File: src/hdl/checksummed_frame_receiver_macros.svh
// Assertion macros used by the frame receiver datapath.
`ifndef CHECKSUMMED_FRAME_RECEIVER_MACROS_SVH
`define CHECKSUMMED_FRAME_RECEIVER_MACROS_SVH

// Condition must hold in the same cycle as the trigger.
`define CFR_ASSERT_SAME(label, clk, rst, trig, cond) \
   label: assert property (@(posedge clk) disable iff (rst) (trig) |-> (cond)) \
      else $error("frame receiver check failed");

// Condition must hold in the cycle after the trigger.
`define CFR_ASSERT_NEXT(label, clk, rst, trig, cond) \
   label: assert property (@(posedge clk) disable iff (rst) (trig) |=> (cond)) \
      else $error("frame receiver check failed");

`endif

File: src/hdl/cfr_pkg.sv
// Shared types and constants for the checksummed frame receiver.
`timescale 1ns / 1ps

package cfr_pkg;

   localparam int MAX_FRAME_LEN_DEFAULT = 31;
   localparam int MIN_FRAME_LEN         = 4;

   localparam logic [7:0] START_BYTE  = 8'h01;
   localparam logic [7:0] END_BYTE    = 8'h02;
   localparam logic [7:0] ACK_CODE    = 8'd32;
   localparam logic [7:0] RESEND_CODE = 8'd31;

   typedef enum logic [1:0] {
      KIND_DATA   = 2'd0,
      KIND_ACK    = 2'd1,
      KIND_RESEND = 2'd2,
      KIND_ERROR  = 2'd3
   } kind_type;

   typedef enum logic [1:0] {
      CAUSE_NONE     = 2'd0,
      CAUSE_FRAMING  = 2'd1,
      CAUSE_CHECKSUM = 2'd2
   } cause_type;

   typedef enum logic [2:0] {
      ST_IDLE,
      ST_READ,
      ST_PROC,
      ST_EMIT_RD,
      ST_EMIT_WR
   } state_type;

   // Controller to datapath
   typedef struct packed {
      logic accept;     // write request byte into store, latch it for scanning
      logic read;       // fetch the byte at the scan pointer from the store
      logic proc;       // scan one byte and update frame state
      logic emit_addr;  // read port follows the emission pointer
      logic emit_load;  // load one payload byte into the result register
   } cmd_type;

   // Datapath to controller
   typedef struct packed {
      logic out_free;   // result register can take a new result this cycle
      logic rescan;     // current byte drops the start byte and rescans
      logic emit;       // current byte completes a good data frame
      logic next_more;  // unscanned bytes remain after the current one
      logic more;       // unscanned bytes remain
      logic emit_last;  // emission pointer is at the final payload byte
   } status_type;

endpackage

File: src/hdl/cfr_ram.sv
// Generic single write port, single read port RAM with registered read.
`timescale 1ns / 1ps

module cfr_ram #(
   parameter int WIDTH = 8,
   parameter int DEPTH = 64
) (
   input  logic                     clock,
   input  logic                     wr_en,
   input  logic [$clog2(DEPTH)-1:0] wr_addr,
   input  logic [WIDTH-1:0]         wr_data,
   input  logic [$clog2(DEPTH)-1:0] rd_addr,
   output logic [WIDTH-1:0]         rd_data
);

   logic [WIDTH-1:0] mem_ff [DEPTH];
   logic [WIDTH-1:0] rd_data_ff;

   // Write and registered read
   always_ff @(posedge clock) begin
      if (wr_en) begin
         mem_ff[wr_addr] <= wr_data;
      end
      rd_data_ff <= mem_ff[rd_addr];
   end

   assign rd_data = rd_data_ff;

endmodule

File: src/hdl/cfr_ctrl.sv
// Sequencing state machine of the frame receiver.
`timescale 1ns / 1ps

module cfr_ctrl (
   input  logic                clock,
   input  logic                reset,
   input  logic                req_valid,
   output logic                req_ready,
   input  cfr_pkg::status_type status,
   output cfr_pkg::cmd_type    cmd
);

   cfr_pkg::state_type state_ff, state_in;

   // State register
   always_ff @(posedge clock) begin
      if (reset) begin
         state_ff <= cfr_pkg::ST_IDLE;
      end else begin
         state_ff <= state_in;
      end
   end

   // Next state and commands
   always_comb begin
      state_in  = state_ff;
      cmd       = '0;
      req_ready = 1'b0;
      case (state_ff)
         cfr_pkg::ST_IDLE: begin
            req_ready = 1'b1;
            if (req_valid) begin
               cmd.accept = 1'b1;
               state_in   = cfr_pkg::ST_PROC;
            end
         end
         cfr_pkg::ST_READ: begin
            cmd.read = 1'b1;
            state_in = cfr_pkg::ST_PROC;
         end
         cfr_pkg::ST_PROC: begin
            // hold until the result register has room
            if (status.out_free) begin
               cmd.proc = 1'b1;
               if (status.rescan) begin
                  state_in = cfr_pkg::ST_READ;
               end else if (status.emit) begin
                  state_in = cfr_pkg::ST_EMIT_RD;
               end else if (status.next_more) begin
                  state_in = cfr_pkg::ST_READ;
               end else begin
                  state_in = cfr_pkg::ST_IDLE;
               end
            end
         end
         cfr_pkg::ST_EMIT_RD: begin
            cmd.emit_addr = 1'b1;
            state_in      = cfr_pkg::ST_EMIT_WR;
         end
         cfr_pkg::ST_EMIT_WR: begin
            cmd.emit_addr = 1'b1;
            if (status.out_free) begin
               cmd.emit_load = 1'b1;
               if (!status.emit_last) begin
                  state_in = cfr_pkg::ST_EMIT_RD;
               end else if (status.more) begin
                  state_in = cfr_pkg::ST_READ;
               end else begin
                  state_in = cfr_pkg::ST_IDLE;
               end
            end
         end
         default: begin
            state_in = cfr_pkg::ST_IDLE;
         end
      endcase
   end

endmodule

File: src/hdl/cfr_datapath.sv
// Byte store, scan pointers, checksum logic and result register.
`timescale 1ns / 1ps

`include "checksummed_frame_receiver_macros.svh"

module cfr_datapath #(
   parameter int MAX_FRAME_LEN = cfr_pkg::MAX_FRAME_LEN_DEFAULT
) (
   input  logic                clock,
   input  logic                reset,
   input  logic [7:0]          req_rx_byte,
   input  cfr_pkg::cmd_type    cmd,
   output cfr_pkg::status_type status,
   output logic                rsp_valid,
   input  logic                rsp_ready,
   output logic [1:0]          rsp_kind,
   output logic [7:0]          rsp_data_byte,
   output logic [1:0]          rsp_error_cause,
   output logic                rsp_last
);

   // Circular store, large enough that a frame never wraps onto itself
   localparam int AW    = $clog2(MAX_FRAME_LEN + 2);
   localparam int DEPTH = 2 ** AW;

   logic [AW-1:0] head_ff, head_in;     // next free entry
   logic [AW-1:0] sp_ff, sp_in;         // byte being scanned
   logic [AW-1:0] base_ff, base_in;     // start byte of current frame
   logic [AW-1:0] ep_ff, ep_in;         // emission pointer
   logic [AW-1:0] ep_end_ff, ep_end_in; // final payload byte
   logic          in_frame_ff, in_frame_in;
   logic [7:0]    len_ff, len_in;
   logic [7:0]    sum_ff, sum_in;
   logic [7:0]    first_ff, first_in;   // first payload byte
   logic [7:0]    chk_ff, chk_in;       // checksum byte
   logic [7:0]    cur_ff, cur_in;       // freshly accepted byte
   logic          from_mem_ff, from_mem_in;

   logic          rsp_valid_ff, rsp_valid_in;
   logic [1:0]    rsp_kind_ff, rsp_kind_in;
   logic [7:0]    rsp_data_ff, rsp_data_in;
   logic [1:0]    rsp_cause_ff, rsp_cause_in;
   logic          rsp_last_ff, rsp_last_in;

   logic [AW-1:0] rd_addr;
   logic [7:0]    rd_data;
   logic [7:0]    scan_byte;
   logic [AW-1:0] idx;
   logic [7:0]    idx_w;
   logic          out_free;

   // decode of the byte under scan
   logic d_start, d_len, d_bad_len, d_mid, d_judge;
   logic d_end_bad, d_sum_bad, d_ack, d_resend, d_data;
   logic d_result, out_load;

   cfr_ram #(
      .WIDTH (8),
      .DEPTH (DEPTH)
   ) u_store (
      .clock   (clock),
      .wr_en   (cmd.accept),
      .wr_addr (head_ff),
      .wr_data (req_rx_byte),
      .rd_addr (rd_addr),
      .rd_data (rd_data)
   );

   assign rd_addr   = cmd.emit_addr ? ep_ff : sp_ff;
   assign scan_byte = from_mem_ff ? rd_data : cur_ff;
   assign idx       = sp_ff - base_ff;
   assign idx_w     = 8'(idx);
   assign out_free  = !rsp_valid_ff || rsp_ready;

   // Classify the byte under scan
   always_comb begin
      d_start   = !in_frame_ff && (scan_byte == cfr_pkg::START_BYTE);
      d_len     = in_frame_ff && (idx_w == 8'd1);
      d_bad_len = d_len && ((scan_byte < 8'(cfr_pkg::MIN_FRAME_LEN))
                            || (scan_byte > 8'(MAX_FRAME_LEN)));
      d_mid     = in_frame_ff && !d_len && (idx_w != len_ff);
      d_judge   = in_frame_ff && !d_len && (idx_w == len_ff);
      d_end_bad = d_judge && (scan_byte != cfr_pkg::END_BYTE);
      d_sum_bad = d_judge && !d_end_bad && (sum_ff != chk_ff);
      d_ack     = d_judge && !d_end_bad && !d_sum_bad
                  && (first_ff == cfr_pkg::ACK_CODE);
      d_resend  = d_judge && !d_end_bad && !d_sum_bad && !d_ack
                  && (first_ff == cfr_pkg::RESEND_CODE);
      d_data    = d_judge && !d_end_bad && !d_sum_bad && !d_ack && !d_resend;
      d_result  = d_bad_len || d_end_bad || d_sum_bad || d_ack || d_resend;
   end

   assign status.out_free  = out_free;
   assign status.rescan    = d_bad_len || d_end_bad;
   assign status.emit      = d_data;
   assign status.next_more = (sp_ff + AW'(1)) != head_ff;
   assign status.more      = sp_ff != head_ff;
   assign status.emit_last = ep_ff == ep_end_ff;

   assign out_load = (cmd.proc && d_result) || cmd.emit_load;

   // Next values of scan state and result register
   always_comb begin
      head_in      = head_ff;
      sp_in        = sp_ff;
      base_in      = base_ff;
      ep_in        = ep_ff;
      ep_end_in    = ep_end_ff;
      in_frame_in  = in_frame_ff;
      len_in       = len_ff;
      sum_in       = sum_ff;
      first_in     = first_ff;
      chk_in       = chk_ff;
      cur_in       = cur_ff;
      from_mem_in  = from_mem_ff;
      rsp_valid_in = rsp_valid_ff && !rsp_ready;
      rsp_kind_in  = rsp_kind_ff;
      rsp_data_in  = rsp_data_ff;
      rsp_cause_in = rsp_cause_ff;
      rsp_last_in  = rsp_last_ff;

      if (cmd.accept) begin
         head_in     = head_ff + AW'(1);
         cur_in      = req_rx_byte;
         from_mem_in = 1'b0;
      end
      if (cmd.read) begin
         from_mem_in = 1'b1;
      end

      if (cmd.proc) begin
         sp_in = sp_ff + AW'(1);
         if (!in_frame_ff) begin
            // hunting: keep a start byte, drop anything else
            if (d_start) begin
               in_frame_in = 1'b1;
               base_in     = sp_ff;
               len_in      = '0;
               sum_in      = '0;
            end else begin
               base_in = sp_ff + AW'(1);
            end
         end else if (d_len) begin
            len_in = scan_byte;
            sum_in = scan_byte;
         end else if (d_mid) begin
            if (idx_w <= len_ff - 8'd2) begin
               sum_in = sum_ff + scan_byte;
            end
            if (idx_w == 8'd2) begin
               first_in = scan_byte;
            end
            if (idx_w == len_ff - 8'd1) begin
               chk_in = scan_byte;
            end
         end else begin
            // frame judged: back to hunting after this byte
            in_frame_in = 1'b0;
            base_in     = sp_ff + AW'(1);
            len_in      = '0;
            sum_in      = '0;
            ep_in       = base_ff + AW'(2);
            ep_end_in   = base_ff + AW'(len_ff) - AW'(2);
         end
         // misplaced end or bad length: drop start byte, rescan the rest
         if (d_bad_len || d_end_bad) begin
            in_frame_in = 1'b0;
            base_in     = base_ff + AW'(1);
            sp_in       = base_ff + AW'(1);
            len_in      = '0;
            sum_in      = '0;
         end
      end

      // single result of a judged frame or an error
      if (cmd.proc && d_result) begin
         rsp_valid_in = 1'b1;
         rsp_data_in  = '0;
         rsp_last_in  = 1'b1;
         if (d_ack) begin
            rsp_kind_in  = cfr_pkg::KIND_ACK;
            rsp_cause_in = cfr_pkg::CAUSE_NONE;
         end else if (d_resend) begin
            rsp_kind_in  = cfr_pkg::KIND_RESEND;
            rsp_cause_in = cfr_pkg::CAUSE_NONE;
         end else if (d_sum_bad) begin
            rsp_kind_in  = cfr_pkg::KIND_ERROR;
            rsp_cause_in = cfr_pkg::CAUSE_CHECKSUM;
         end else begin
            rsp_kind_in  = cfr_pkg::KIND_ERROR;
            rsp_cause_in = cfr_pkg::CAUSE_FRAMING;
         end
      end

      // payload bytes straight from the store
      if (cmd.emit_load) begin
         rsp_valid_in = 1'b1;
         rsp_kind_in  = cfr_pkg::KIND_DATA;
         rsp_data_in  = rd_data;
         rsp_cause_in = cfr_pkg::CAUSE_NONE;
         rsp_last_in  = ep_ff == ep_end_ff;
         ep_in        = ep_ff + AW'(1);
      end
   end

   // Registers; payload-only registers carry no reset
   always_ff @(posedge clock) begin
      if (reset) begin
         head_ff      <= '0;
         sp_ff        <= '0;
         base_ff      <= '0;
         in_frame_ff  <= 1'b0;
         len_ff       <= '0;
         sum_ff       <= '0;
         from_mem_ff  <= 1'b0;
         rsp_valid_ff <= 1'b0;
      end else begin
         head_ff      <= head_in;
         sp_ff        <= sp_in;
         base_ff      <= base_in;
         in_frame_ff  <= in_frame_in;
         len_ff       <= len_in;
         sum_ff       <= sum_in;
         from_mem_ff  <= from_mem_in;
         rsp_valid_ff <= rsp_valid_in;
      end
      ep_ff        <= ep_in;
      ep_end_ff    <= ep_end_in;
      first_ff     <= first_in;
      chk_ff       <= chk_in;
      cur_ff       <= cur_in;
      rsp_kind_ff  <= rsp_kind_in;
      rsp_data_ff  <= rsp_data_in;
      rsp_cause_ff <= rsp_cause_in;
      rsp_last_ff  <= rsp_last_in;
   end

   assign rsp_valid       = rsp_valid_ff;
   assign rsp_kind        = rsp_kind_ff;
   assign rsp_data_byte   = rsp_data_ff;
   assign rsp_error_cause = rsp_cause_ff;
   assign rsp_last        = rsp_last_ff;

   // A result never overwrites one still waiting to be taken
   `CFR_ASSERT_SAME(a_no_overwrite, clock, reset, out_load, out_free)
   // Stored bytes from the frame start never exceed the longest frame plus one byte
   `CFR_ASSERT_SAME(a_occupancy, clock, reset, 1'b1,
                    (head_ff - base_ff) <= AW'(MAX_FRAME_LEN + 1))
   // Scan pointer stays between frame start and write head
   `CFR_ASSERT_SAME(a_scan_window, clock, reset, 1'b1,
                    (sp_ff - base_ff) <= (head_ff - base_ff))
   // A rescan always restarts hunting one byte past the old start
   `CFR_ASSERT_NEXT(a_rescan, clock, reset, cmd.proc && status.rescan,
                    !in_frame_ff && (sp_ff == base_ff))

endmodule

File: src/hdl/checksummed_frame_receiver.sv
// An accepted byte is scanned in PROC, which registers its error, ack or resend result;
// payload bytes follow through EMIT_RD and EMIT_WR; a held result stalls the scan.
// A new byte is accepted only after the last one is scanned; each rescanned byte goes
// through READ and PROC via the store read port, each payload byte EMIT_RD and EMIT_WR.
// req_ready is high only while no byte is being scanned or emitted.
// Reset (synchronous): clears write and scan pointers, frame state and result valid; store kept as is.
`timescale 1ns / 1ps

module checksummed_frame_receiver #(
   parameter int MAX_FRAME_LEN = cfr_pkg::MAX_FRAME_LEN_DEFAULT
) (
   input  logic       clock,
   input  logic       reset,
   input  logic       req_valid,
   output logic       req_ready,
   input  logic [7:0] req_rx_byte,
   output logic       rsp_valid,
   input  logic       rsp_ready,
   output logic [1:0] rsp_kind,
   output logic [7:0] rsp_data_byte,
   output logic [1:0] rsp_error_cause,
   output logic       rsp_last
);

   cfr_pkg::cmd_type    cmd;
   cfr_pkg::status_type status;

   // Sequencer
   cfr_ctrl u_ctrl (
      .clock     (clock),
      .reset     (reset),
      .req_valid (req_valid),
      .req_ready (req_ready),
      .status    (status),
      .cmd       (cmd)
   );

   // Store, scan logic and result register
   cfr_datapath #(
      .MAX_FRAME_LEN (MAX_FRAME_LEN)
   ) u_datapath (
      .clock           (clock),
      .reset           (reset),
      .req_rx_byte     (req_rx_byte),
      .cmd             (cmd),
      .status          (status),
      .rsp_valid       (rsp_valid),
      .rsp_ready       (rsp_ready),
      .rsp_kind        (rsp_kind),
      .rsp_data_byte   (rsp_data_byte),
      .rsp_error_cause (rsp_error_cause),
      .rsp_last        (rsp_last)
   );

endmodule

File: config.mk
export PLATFORM = sky130hd
export DESIGN_NAME = checksummed_frame_receiver
export DESIGN_NICKNAME = d
export VERILOG_FILES = /design/src/hdl/cfr_pkg.sv /design/src/hdl/cfr_ram.sv /design/src/hdl/cfr_ctrl.sv /design/src/hdl/cfr_datapath.sv /design/src/hdl/checksummed_frame_receiver.sv
export VERILOG_INCLUDE_DIRS = /design/src /design/src/hdl
export SDC_FILE = /design/constraint.sdc
export NUM_CORES = 1
export LEC_CHECK = 0
export BUFFER_PORTS_ARGS = -buffer_cell sky130_fd_sc_hd__buf_2
export CELL_PAD_IN_SITES_DETAIL_PLACEMENT = 1
export CELL_PAD_IN_SITES_GLOBAL_PLACEMENT = 1
export CORE_MARGIN = 3
export CORE_UTILIZATION = 56
export DETAILED_ROUTE_END_ITERATION = 12
export PLACE_DENSITY = 0.94
export SLEW_MARGIN = 20
export SYNTH_ARGS = -nofsm -noshare
export SYNTH_HDL_FRONTEND = slang
export SYNTH_SLANG_ARGS = --single-unit
File: constraint.sdc
create_clock -name clock -period 6.3 [get_ports clock]
set_input_delay 0.945 -clock clock [delete_from_list [all_inputs] [get_ports clock]]
set_output_delay 0.945 -clock clock [all_outputs]
set_load 0.02 [all_outputs]
; ---- After elaboration in Yosys (flattened, before gate mapping)
; Memory sizes are Yosys's and may differ from the RTL's. A register that Yosys moved wholly into a read port is not among the register bits.
; Index checks and enable logic that the tools add are counted.
[totals]
ff_bits = 89
mem_bits_rw = 512
output_inout_bits = 15
n_memories = 1
[mem_list]
columns = name, words, width, read_ports, rd_ports_with_merged_regs, wr, line_no
row1 = u_datapath.u_store.mem_ff, 64, 8, 1, 1, 1, cfr_ram.sv:16  ; logic [WIDTH-1:0] mem_ff [DEPTH];
[classes]
n_addsub = 11
order_cmp = 3
eq_ne = 26
n_mux = 60
n_bitwise = 2
reduce_logical = 45
[op_table]
columns = operator, n
row1 = 2-to-1 mux 8 bit, 13
row2 = 2-to-1 mux 6 bit, 12
row3 = "adder 6 x 1 -> 6 bit, second input constant", 4
row4 = 2-to-1 mux 1 bit, 24
row5 = equality test 6 x 8 -> 1 bit, 2
row6 = logical AND 1 bit, 16
row7 = case mux 3 bit (5 select lines), 1
row8 = 2-to-1 mux 2 bit, 6
row9 = 2-to-1 mux 3 bit, 4
row10 = inequality test 6 bit, 2
row11 = AND reduction 3 bit, 4
row12 = AND reduction 5 bit, 2
row13 = adder 8 bit, 1
row14 = "equality test 8 x 1 -> 1 bit, second input constant", 1
row15 = "equality test 8 x 5 -> 1 bit, second input constant", 1
row16 = "equality test 8 x 6 -> 1 bit, second input constant", 1
row17 = "greater-than comparator 8 x 5 -> 1 bit, second input constant", 1
row18 = less-or-equal comparator 6 x 8 -> 1 bit, 1
row19 = zero test 1 bit, 8
row20 = "< comparator 8 x 3 -> 1 bit, second input constant", 1
row21 = inequality test 6 x 8 -> 1 bit, 1
row22 = "inequality test 8 x 2 -> 1 bit, second input constant", 1
row23 = inequality test 8 bit, 1
row24 = AND reduction 4 bit, 2
row25 = other kinds (23), 37

; ---- Longest topological paths before layout
; Gate-level depths: netlist (run 1).
[depth]
word_depth = 22
depth_mapped = 16
depth_no_buf = 13

; ---- Hierarchy
; From an unflattened synthesis (run 1), not the netlist that was laid out.
[hier_totals]
cells_unflattened = 1549
hier_area_um2 = 25956.1
[by_module_without_submodules]
columns = mod, n_inst, cells_each, area_per_inst_um2, seq_area_each_um2
row1 = cfr_ram, 1, 940, 20166.8, 15534.9
row2 = cfr_datapath, 1, 578, 5524.0, 2172.1
row3 = cfr_ctrl, 1, 31, 265.3, 60.1

; ---- Least setup slack after synthesis (run 1)
; Ideal clock, no wire load.
[synth_path]
path_type = register -> register
startpoint = register u_datapath.sp_ff[0]
endpoint = register u_datapath.rsp_data_ff[0] (netlist: u_datapath.rsp_data_byte[0]), enable pin
setup_time_ps = 387
t_arrival_ps = 3375
slack_ps = 2538
stages_incl_launch_ff = 12
path_cell_list = dfxtp_1 -> inv_1 -> ha_1 -> inv_1 -> fa_1 -> ha_1 -> nor4b_1 -> nand2_1 -> or3_4 -> nor2_1 -> a31oi_1 -> o21ai_0
[synth_between]
elab_chain_len = 19
elab_cells_between_ends = 24
classes_between = add/sub: 1 / eq/ne: 2 / reduce/logical: 21
[synth_rtl]
columns = item, line_no
row1 = start: declaration, cfr_datapath.sv:27  ; logic [AW-1:0] sp_ff, sp_in;
row2 = start signal: assignment, cfr_datapath.sv:219  ; sp_ff <= sp_in;
row3 = subtractor 6 bit *, cfr_datapath.sv:71  ; assign idx = sp_ff - base_ff;
row4 = equality test 6 x 1 -> 1 bit, cfr_datapath.sv:78  ; d_len = in_frame_ff && (idx_w == 8'd1);
row5 = logical AND 1 bit, cfr_datapath.sv:78
row6 = zero test 1 bit, cfr_datapath.sv:82  ; d_judge = in_frame_ff && !d_len && (idx_w == len_ff);
row7 = logical AND 1 bit (2 in series), cfr_datapath.sv:82
row8 = logical AND 1 bit, cfr_datapath.sv:83  ; d_end_bad = d_judge && (scan_byte != cfr_pkg::END_BYTE);
row9 = zero test 1 bit, "cfr_datapath.sv:84, cfr_datapath.sv:85, cfr_datapath.sv:87"
row10 = logical AND 1 bit, "cfr_datapath.sv:84, cfr_datapath.sv:85, cfr_datapath.sv:87"
row11 = [2 not listed], n/a
row12 = logical AND 1 bit, "cfr_datapath.sv:85, cfr_datapath.sv:87"
row13 = logical AND 1 bit, cfr_datapath.sv:86  ; && (first_ff == cfr_pkg::ACK_CODE);
row14 = zero test 1 bit, cfr_datapath.sv:87  ; d_resend = d_judge && !d_end_bad && !d_sum_bad && !d_ack
row15 = logical AND 1 bit, cfr_datapath.sv:87
row16 = logical AND 1 bit, cfr_datapath.sv:88  ; && (first_ff == cfr_pkg::RESEND_CODE);
row17 = logical OR 1 bit *, cfr_datapath.sv:90  ; d_result = d_bad_len || d_end_bad || d_sum_bad || d_ack || d_resend;
row18 = logical AND 1 bit *, n/a
row19 = nonzero test 2 bit (no line) *, n/a
row20 = end signal: assignment, cfr_datapath.sv:233  ; rsp_data_ff <= rsp_data_in;
row21 = end: declaration, cfr_datapath.sv:41  ; logic [7:0] rsp_data_ff, rsp_data_in;
; Mark *: on every way between the ends. The rest lies on a longest branch, timed or not.
; A chain may end at the register's enable or synchronous reset.

; ---- Worst setup path after layout (run 1)
[layout_path]
startpoint = register u_ctrl.state_ff[2]
endpoint = register u_datapath.u_store.rd_data_ff[0] (netlist: u_datapath.u_store.rd_data[0]), read port of u_datapath.u_store.mem_ff
[layout_between]
elab_chain_len = 4
elab_cells_between_ends = 5
classes_between = eq/ne: 2 / mux: 2 / reduce/logical: 1
[layout_rtl]
columns = item, line_no
row1 = start: declaration, cfr_ctrl.sv:13  ; cfr_pkg::state_type state_ff, state_in;
row2 = start signal: assignment, cfr_ctrl.sv:18  ; state_ff <= cfr_pkg::ST_IDLE;
row3 = start signal: assignment, cfr_ctrl.sv:20  ; state_ff <= state_in;
row4 = equality test 3 x 2 -> 1 bit or equality test 3 bit (tied branches), cfr_ctrl.sv:29  ; case (state_ff)
row5 = OR reduction 2 bit (no line) *, n/a
row6 = 2-to-1 mux 1 bit *, cfr_ctrl.sv:29
row7 = 2-to-1 mux 6 bit *, cfr_datapath.sv:69  ; assign rd_addr = cmd.emit_addr ? ep_ff : sp_ff;
row8 = end: declaration, cfr_ram.sv:17  ; logic [WIDTH-1:0] rd_data_ff;
; Marked as above.

==> results of run 1 <==
==> critical path, delay by kind of cell (launching register included) <==
| kind | cells | cell delay (ps) |
|---|---|---|
| AOI/OAI and AO/OA | 3 | 1160 |
| DFF | 1 | 800 |
| muxes | 1 | 260 |
| buffers and inverters | 1 | 350 |
| and+or+nand+nor | 4 | 1750 |
==> sequential cells by signal, indices dropped and copies added, names as in the netlist <==
signal,flops
u_datapath.first_ff,8
u_datapath.in_frame_ff,1
u_datapath.head_ff,6
u_datapath.rsp_kind,2
u_ctrl.state_ff,3
u_datapath.from_mem_ff,1
u_datapath.sum_ff,8
u_datapath.ep_end_ff,6
u_datapath.u_store.rd_data,8
u_datapath.cur_ff,8
u_datapath.rsp_last,1
u_datapath.rsp_data_byte,8
u_datapath.chk_ff,8
u_datapath.rsp_valid,1
u_datapath.rsp_error_cause,2
u_datapath.base_ff,6
u_datapath.len_ff,8
u_datapath.sp_ff,6
u_datapath.ep_ff,6
u_datapath.u_store.mem_ff,512
==> cell families (layout without fill, tap and decap cells) <==
logic type                 after synthesis  count (layout)  share of synthesized area, %
other                                    0               1                             0
and+or+nand+nor                        933             933                         16.28
AOI/OAI and AO/OA                      250             250                         6.749
DFF                                    609             609                         67.63
buffers and inverters                  162             193                         2.572
xor gates and xnor gates                71              71                         2.524
adders and majority gates               38              38                         1.896
muxes                                   61              61                         2.348
==> power groups by stage <==
stage	combinational, mW	sequential [mW]	clock (mW)
finish	3.32	4.69	3.60
floorplan	2.14	4.66	0
global route	3.50	4.69	3.75
CTS	3.21	4.68	3.60
global placement	2.84	4.74	0
detailed placement	3.07	4.75	0
==> cell usage after synthesis, drive strengths merged, types with 7 or more instances <==
master | instances | area [µm²]
a21oi | 41 | 205.2
a22o | 8 | 70.07
nor3 | 27 | 145.1
nand2 | 475 | 1785
dfxtp | 52 | 1041
nand3 | 175 | 880.9
xnor2 | 51 | 446.7
o21ai | 45 | 240.2
ha | 35 | 437.9
o31ai | 18 | 140.1
xor2 | 17 | 148.9
o21a | 7 | 52.55
nand4 | 29 | 181.4
and4 | 14 | 122.6
a32oi | 51 | 446.7
nand2b | 12 | 75.07
and3 | 7 | 43.79
clkbuf | 81 | 305.3
edfxtp | 557 | 16730
nor4 | 11 | 75.07
nor2b | 13 | 81.33
a31oi | 33 | 219.0
and2 | 20 | 127.6
buf | 44 | 230.2
nor2 | 105 | 394.1
nor3b | 7 | 52.55
inv | 36 | 135.1
mux2i | 56 | 560.5
nand3b | 10 | 75.07
==> per-stage QoR <==
step                      instance area (µm²)  power (mW)  util [%]
after global placement                  26890       7.581     58.61
after detailed placement                26890       7.826     58.61
final                                   28820       11.60     62.83
after CTS                               28780       11.49     62.74
after global routing                    28820       11.94     62.83
after floorplan                         26270       6.798         -
==> cell usage in the layout (no fill, tap or decap), types with 12 or more instances in the layout <==
master,count
o21ai_0,35
and2_1,18
dfxtp_1,52
xnor2_1,51
mux2i_1,56
buf_4,19
nor2_1,103
a32oi_1,51
xor2_1,17
nand2b_1,12
ha_1,35
clkbuf_16,59
nand2_1,474
and4_1,14
buf_2,24
nand4_1,29
clkinv_1,13
edfxtp_1,557
a31oi_1,31
a21oi_1,41
o31ai_1,17
inv_1,36
nor3_1,24
nor2b_1,13
clkinv_2,18
nand3_1,173
==> final cells by class <==
class | instances | area, µm² | share of cell area, %
Clock buffer | 66 | 1503 | 5.214
Sequential cell | 609 | 17770 | 61.65
Tap cell | 600 | 750.7 | 2.605
Multi-Input combinational cell | 1353 | 7888 | 27.37
Antenna cell | 1 | 2.502 | 0.008682
Inverter | 37 | 140.1 | 0.4862
Timing Repair Buffer | 49 | 382.9 | 1.328
Clock inverter | 41 | 387.9 | 1.346
==> final timing paths <==
path,from,end,cells past startpoint
max,u_ctrl.state_ff[2]$_SDFFE_PP0P_,u_datapath.u_store.rd_data[0]$_DFF_P_,9
min,u_datapath.rsp_error_cause[1]$_SDFFE_PP0P_,u_datapath.rsp_error_cause[1]$_SDFFE_PP0P_,2
max reg2reg,u_ctrl.state_ff[2]$_SDFFE_PP0P_,u_datapath.u_store.rd_data[0]$_DFF_P_,9
min reg2reg,u_datapath.rsp_error_cause[1]$_SDFFE_PP0P_,u_datapath.rsp_error_cause[1]$_SDFFE_PP0P_,2
==> layer usage <==
| layer | vias up | routed length [µm] | GRT usage (%) |
|---|---|---|---|
| li1 | 7771 | - | - |
| met1 | 9438 | 29860 | 41.64 |
| met2 | 1453 | 41720 | 56.31 |
| met3 | 423 | 8841 | 7.808 |
| met4 | 2 | 5864 | 20.37 |
| met5 | - | 13 | 0 |
==> impl_metrics.env, run 1 <==
export IMPL_status="finished clean"
export IMPL_power_switching_share_pct=35.23
export IMPL_start_kind="flip-flop"
export IMPL_dp_cells=2646
export IMPL_cts_root_buffer="clkbuf_16"
export IMPL_reg2reg_slack_ps=1780
export IMPL_cts_sinks=609
export IMPL_design_core_area_um2=45870
export IMPL_io_pins=27
export IMPL_ys_warn_count=0
export IMPL_critPathMaxFanout=69
export IMPL_leakagePower_nw=9.909
export IMPL_power_density_nw_per_um2=402.6
export IMPL_pwr_share_seq_pct=40.4
export IMPL_drv_cap=0
export IMPL_syn_inst=2124
export IMPL_fp_dieArea_um2=49550
export IMPL_post_place_ws_ps=1627
export IMPL_ys_flop_type="edfxtp_1"
export IMPL_yosys_register_bits=609
export IMPL_worstPathArrival_ps=4990
export IMPL_ctsResizeCount=0
export IMPL_die_h_um=222.6
export IMPL_layout_min_cycle_time_ps=4519
export IMPL_slew_violations=0
export IMPL_first_iter_violations=2629
export IMPL_cts_tree="done"
export IMPL_n_fill_cell=4412
export IMPL_hold_buffers=0
export IMPL_syn_area_um2=26270
export IMPL_clkLatencyLatePin_ps=640
export IMPL_via_per_inst=6.926
export IMPL_grt_pass1_wl_mm=128.4
export IMPL_cts_max_level=2
export IMPL_combPwrFrac_pct=28.6
export IMPL_drtAntennaViolNets=0
export IMPL_fin_ws_ps=1781
export IMPL_grt_pass1_vias=20200
export IMPL_finalCritPeriodShare_pct=71.73
export IMPL_die_x_um=222.6
export IMPL_crit_chain="and3b_1 -> o21ai_0 -> and3_4 -> buf_12 -> mux2i_1 -> a32oi_1 -> and4_1 -> a31oi_1 -> nand4bb_1"
export IMPL_ys_types=80
export IMPL_wirelength_mm=86.29
export IMPL_worstMarginPinSlew_ps=1117
export IMPL_drc_errors=0
export IMPL_finalSetupViolations=0
export IMPL_final_setup_tns_ps=0
export IMPL_post_dp_hpwl_mm=48.51
export IMPL_syn_nets=2174
export IMPL_antenna_found_initial=2
export IMPL_clockBufferDepth=3
export IMPL_fin_skew_ps=22.14
export IMPL_p_clk_share_pct=31.0
export IMPL_ys_seq_area_share_pct=67.63
export IMPL_cts_buffers=58
export IMPL_async_flop_share_pct=0
export IMPL_clkTransAtPathRegs_ps=70
export IMPL_cpPeakStageDelay_ps=970
export IMPL_vdd_drop_max_mv=0.3465
export IMPL_worstSetupPathType="reg2reg"
export IMPL_grt_use_total_pct=34.27
export IMPL_p_int_mw=7.515
export IMPL_syn_avg_cell_area_um2=12.37
export IMPL_nNetsFinal=2158
export IMPL_initial_utilization_pct=57.27
export IMPL_wl_per_cell_um=31.31
export IMPL_fp_row_count=78
export IMPL_overflow=0
export IMPL_grt_max_degree=87
export IMPL_cts_setup_buffers=0
export IMPL_drive_gt1_share_pct=8.028
export IMPL_power_net_switching_mw=4.088
export IMPL_rsz0062_at_grt="no"
export IMPL_slew_headroom_pct=25.28
export IMPL_gp_congestion=0.8997
export IMPL_worstHoldPathType="reg2reg"
export IMPL_area_delta_synth_final_pct=9.706
export IMPL_whs_ps=544.3
export IMPL_required_ps=6770
export IMPL_fmax_mhz=221.3
export IMPL_hold_viol_final=0
export IMPL_dr_pass1_iters=5
export IMPL_synth_edf_count=557
export IMPL_port_buffers=26
export IMPL_routed_via_count=19090
export IMPL_critPathSlowestCell="and3_4"
export IMPL_layout_cells_non_filler=2756
export IMPL_critPathCaptureType="flip-flop"
No activity file was read; power rests on OpenSTA's default activity.
==> run 2, diff against run 1 <==
Settings changed: CORE_UTILIZATION 56 to 52, PLACE_DENSITY 0.94 to 0.89.
Clock period 6.3 ns to 4.3 ns, I/O delays scaled along.
==> impl_metrics.env, run 2 (synthesis results as in run 1) <==
export IMPL_final_setup_tns_ps=0
export IMPL_clkLatencyLatePin_ps=630
export IMPL_r2r_end="u_datapath.u_store.rd_data[1]$_DFF_P_"
export IMPL_via_per_inst=6.554
export IMPL_post_dp_hpwl_mm=49.82
export IMPL_final_common_cell="edfxtp_1"
export IMPL_fmax_mhz=248.3
export IMPL_die_x_um=230.8
export IMPL_first_iter_violations=2207
export IMPL_drtAntennaViolNets=0
export IMPL_drc_errors=0
export IMPL_slew_violations=0
export IMPL_min_path_cells=1
export IMPL_dr_pass1_iters=6
export IMPL_status="finished clean"
export IMPL_worstSetupPathType="reg2reg"
export IMPL_layout_min_cycle_time_ps=4028
export IMPL_area_delta_synth_final_pct=10.82
export IMPL_hold_buffers=0
export IMPL_critPathCaptureType="flip-flop"
export IMPL_drive_gt1_share_pct=9.149
export IMPL_grt_pass1_wl_mm=125.0
export IMPL_final_cell_mix="edfxtp_1 (557), nand2_1 (474), nand3_1 (173), nor2_1 (105), clkbuf_16 (61)"
export IMPL_grt_use_total_pct=31.14
export IMPL_fin_skew_ps=23.30
export IMPL_power_net_switching_mw=6.040
export IMPL_grt_pass1_vias=19770
export IMPL_dp_cells=2740
export IMPL_seq_area_um2=17770
export IMPL_n_antenna_cell=0
export IMPL_p_clk_share_pct=30.8
export IMPL_top_register="u_datapath.u_store.mem_ff"
export IMPL_pwr_share_seq_pct=39.9
export IMPL_finalSetupViolations=0
export IMPL_cts_root_buffer="clkbuf_16"
export IMPL_multi_input_area_um2=7883
export IMPL_cts_setup_buffers=0
export IMPL_power_switching_share_pct=35.21
export IMPL_cts_max_level=2
export IMPL_port_buffers=26
export IMPL_combPwrFrac_pct=29.2
export IMPL_wl_per_cell_um=29.16
export IMPL_worstPathArrival_ps=4580
export IMPL_initial_utilization_pct=53.12
export IMPL_cts_buffers=60
export IMPL_whs_ps=503.7
export IMPL_clkTransAtPathRegs_ps=80
export IMPL_power_density_nw_per_um2=589.2
export IMPL_fp_row_count=81
export IMPL_min_to="u_datapath.u_store.mem_ff[51][0]$_DFFE_PP_"
export IMPL_worstHoldStart="req_rx_byte[0]"
export IMPL_drv_cap=0
export IMPL_p_int_mw=11.11
export IMPL_reg2reg_slack_ps=270
export IMPL_clockBufferDepth=3
export IMPL_ctsResizeCount=0
export IMPL_vdd_drop_max_mv=0.3861
export IMPL_ff2ff_path_depth=10
export IMPL_required_ps=4850
export IMPL_io_pins=27
export IMPL_design_core_area_um2=49460
export IMPL_worstMarginPinSlew_ps=1094
export IMPL_finalCritPeriodShare_pct=93.67
export IMPL_n_fill_cell=4913
export IMPL_antenna_found_initial=0
export IMPL_overflow=0
export IMPL_fin_ws_ps=272.1
export IMPL_cts_sinks=609
export IMPL_r2r_start="u_ctrl.state_ff[2]$_SDFFE_PP0P_"
export IMPL_leakagePower_nw=10.04
export IMPL_die_h_um=230.8
export IMPL_critPathMaxFanout=33
export IMPL_rsz0062_at_grt="no"
export IMPL_grt_max_degree=67
export IMPL_nNetsFinal=2188
export IMPL_largest_reg_flops=512
export IMPL_wirelength_mm=83.11
export IMPL_start_kind="flip-flop"
export IMPL_post_place_ws_ps=356.6
export IMPL_gp_congestion=0.8892
export IMPL_fp_dieArea_um2=53250
export IMPL_layout_cells_non_filler=2850
export IMPL_worstHoldPathType="in2reg"
export IMPL_hold_viol_final=0
export IMPL_routed_via_count=18680
export IMPL_cts_tree="done"
export IMPL_slew_headroom_pct=27.07
==> run 2: power groups by stage <==
stage / clock network (mW) / registers [mW] / logic [mW]
after floorplan: 0 / 6.83 / 3.13
after global placement: 0 / 6.92 / 4.40
after detailed placement: 0 / 6.94 / 4.68
after CTS: 5.29 / 6.83 / 4.89
after global routing: 5.53 / 6.85 / 5.29
final: 5.29 / 6.85 / 5.02
==> run 2: worst max-delay path: stages, from the launching register on <==
cell	delay, ps
dfxtp_1	720
and3b_1	250
o21ai_0	480
and3_4	560
buf_12	330
buf_4	360
nand2_1	110
nand3_1	150
nand3_1	150
o31ai_1	530
nand4bb_1	250
==> run 2: per-stage QoR <==
step	power [mW]	instance area, µm²	utilization (%)
floorplan	9.960	26270	-
CTS	17.02	29110	58.85
global route	17.68	29110	58.86
detailed placement	11.63	27170	54.93
finish	17.15	29110	58.86
global placement	11.32	27170	54.93
==> run 2: how the worst max path moves through the flow <==
stage | start | endpoint | cells past startpoint
after floorplan | u_datapath.sp_ff[0]$_SDFFE_PP0P_ | u_datapath.rsp_data_byte[0]$_SDFFCE_PN0P_ | 11
after global placement | u_datapath.sp_ff[0]$_SDFFE_PP0P_ | u_datapath.rsp_kind[0]$_SDFFE_PP0P_ | 13
after detailed placement | u_datapath.base_ff[2]$_SDFFE_PP0P_ | u_datapath.chk_ff[7]$_DFFE_PP_ | 10
after CTS | u_datapath.sp_ff[0]$_SDFFE_PP0P_ | u_datapath.chk_ff[4]$_DFFE_PP_ | 11
after global routing | u_datapath.sp_ff[0]$_SDFFE_PP0P_ | u_datapath.sum_ff[5]$_SDFFE_PP0P_ | 12
final | u_ctrl.state_ff[2]$_SDFFE_PP0P_ | u_datapath.u_store.rd_data[1]$_DFF_P_ | 10
==> run 2: area by class of cell <==
type,count,area share [%]
multi-input cells,1353,27.08
well taps,664,2.854
repair buffers,77,1.900
flip-flops and latches,609,61.03
clock buffers,81,5.707
clock inverters,29,0.9541
inverters,37,0.4813
==> run 2: metal layers <==
metal | global-route usage, % | wire length, µm | vias up
met2 | 52.80 | 40740 | 1225
met3 | 5.775 | 7528 | 346
li1 | - | - | 7827
met4 | 16.52 | 4981 | 0
met5 | 0 | 0 | -
met1 | 38.09 | 29870 | 9280
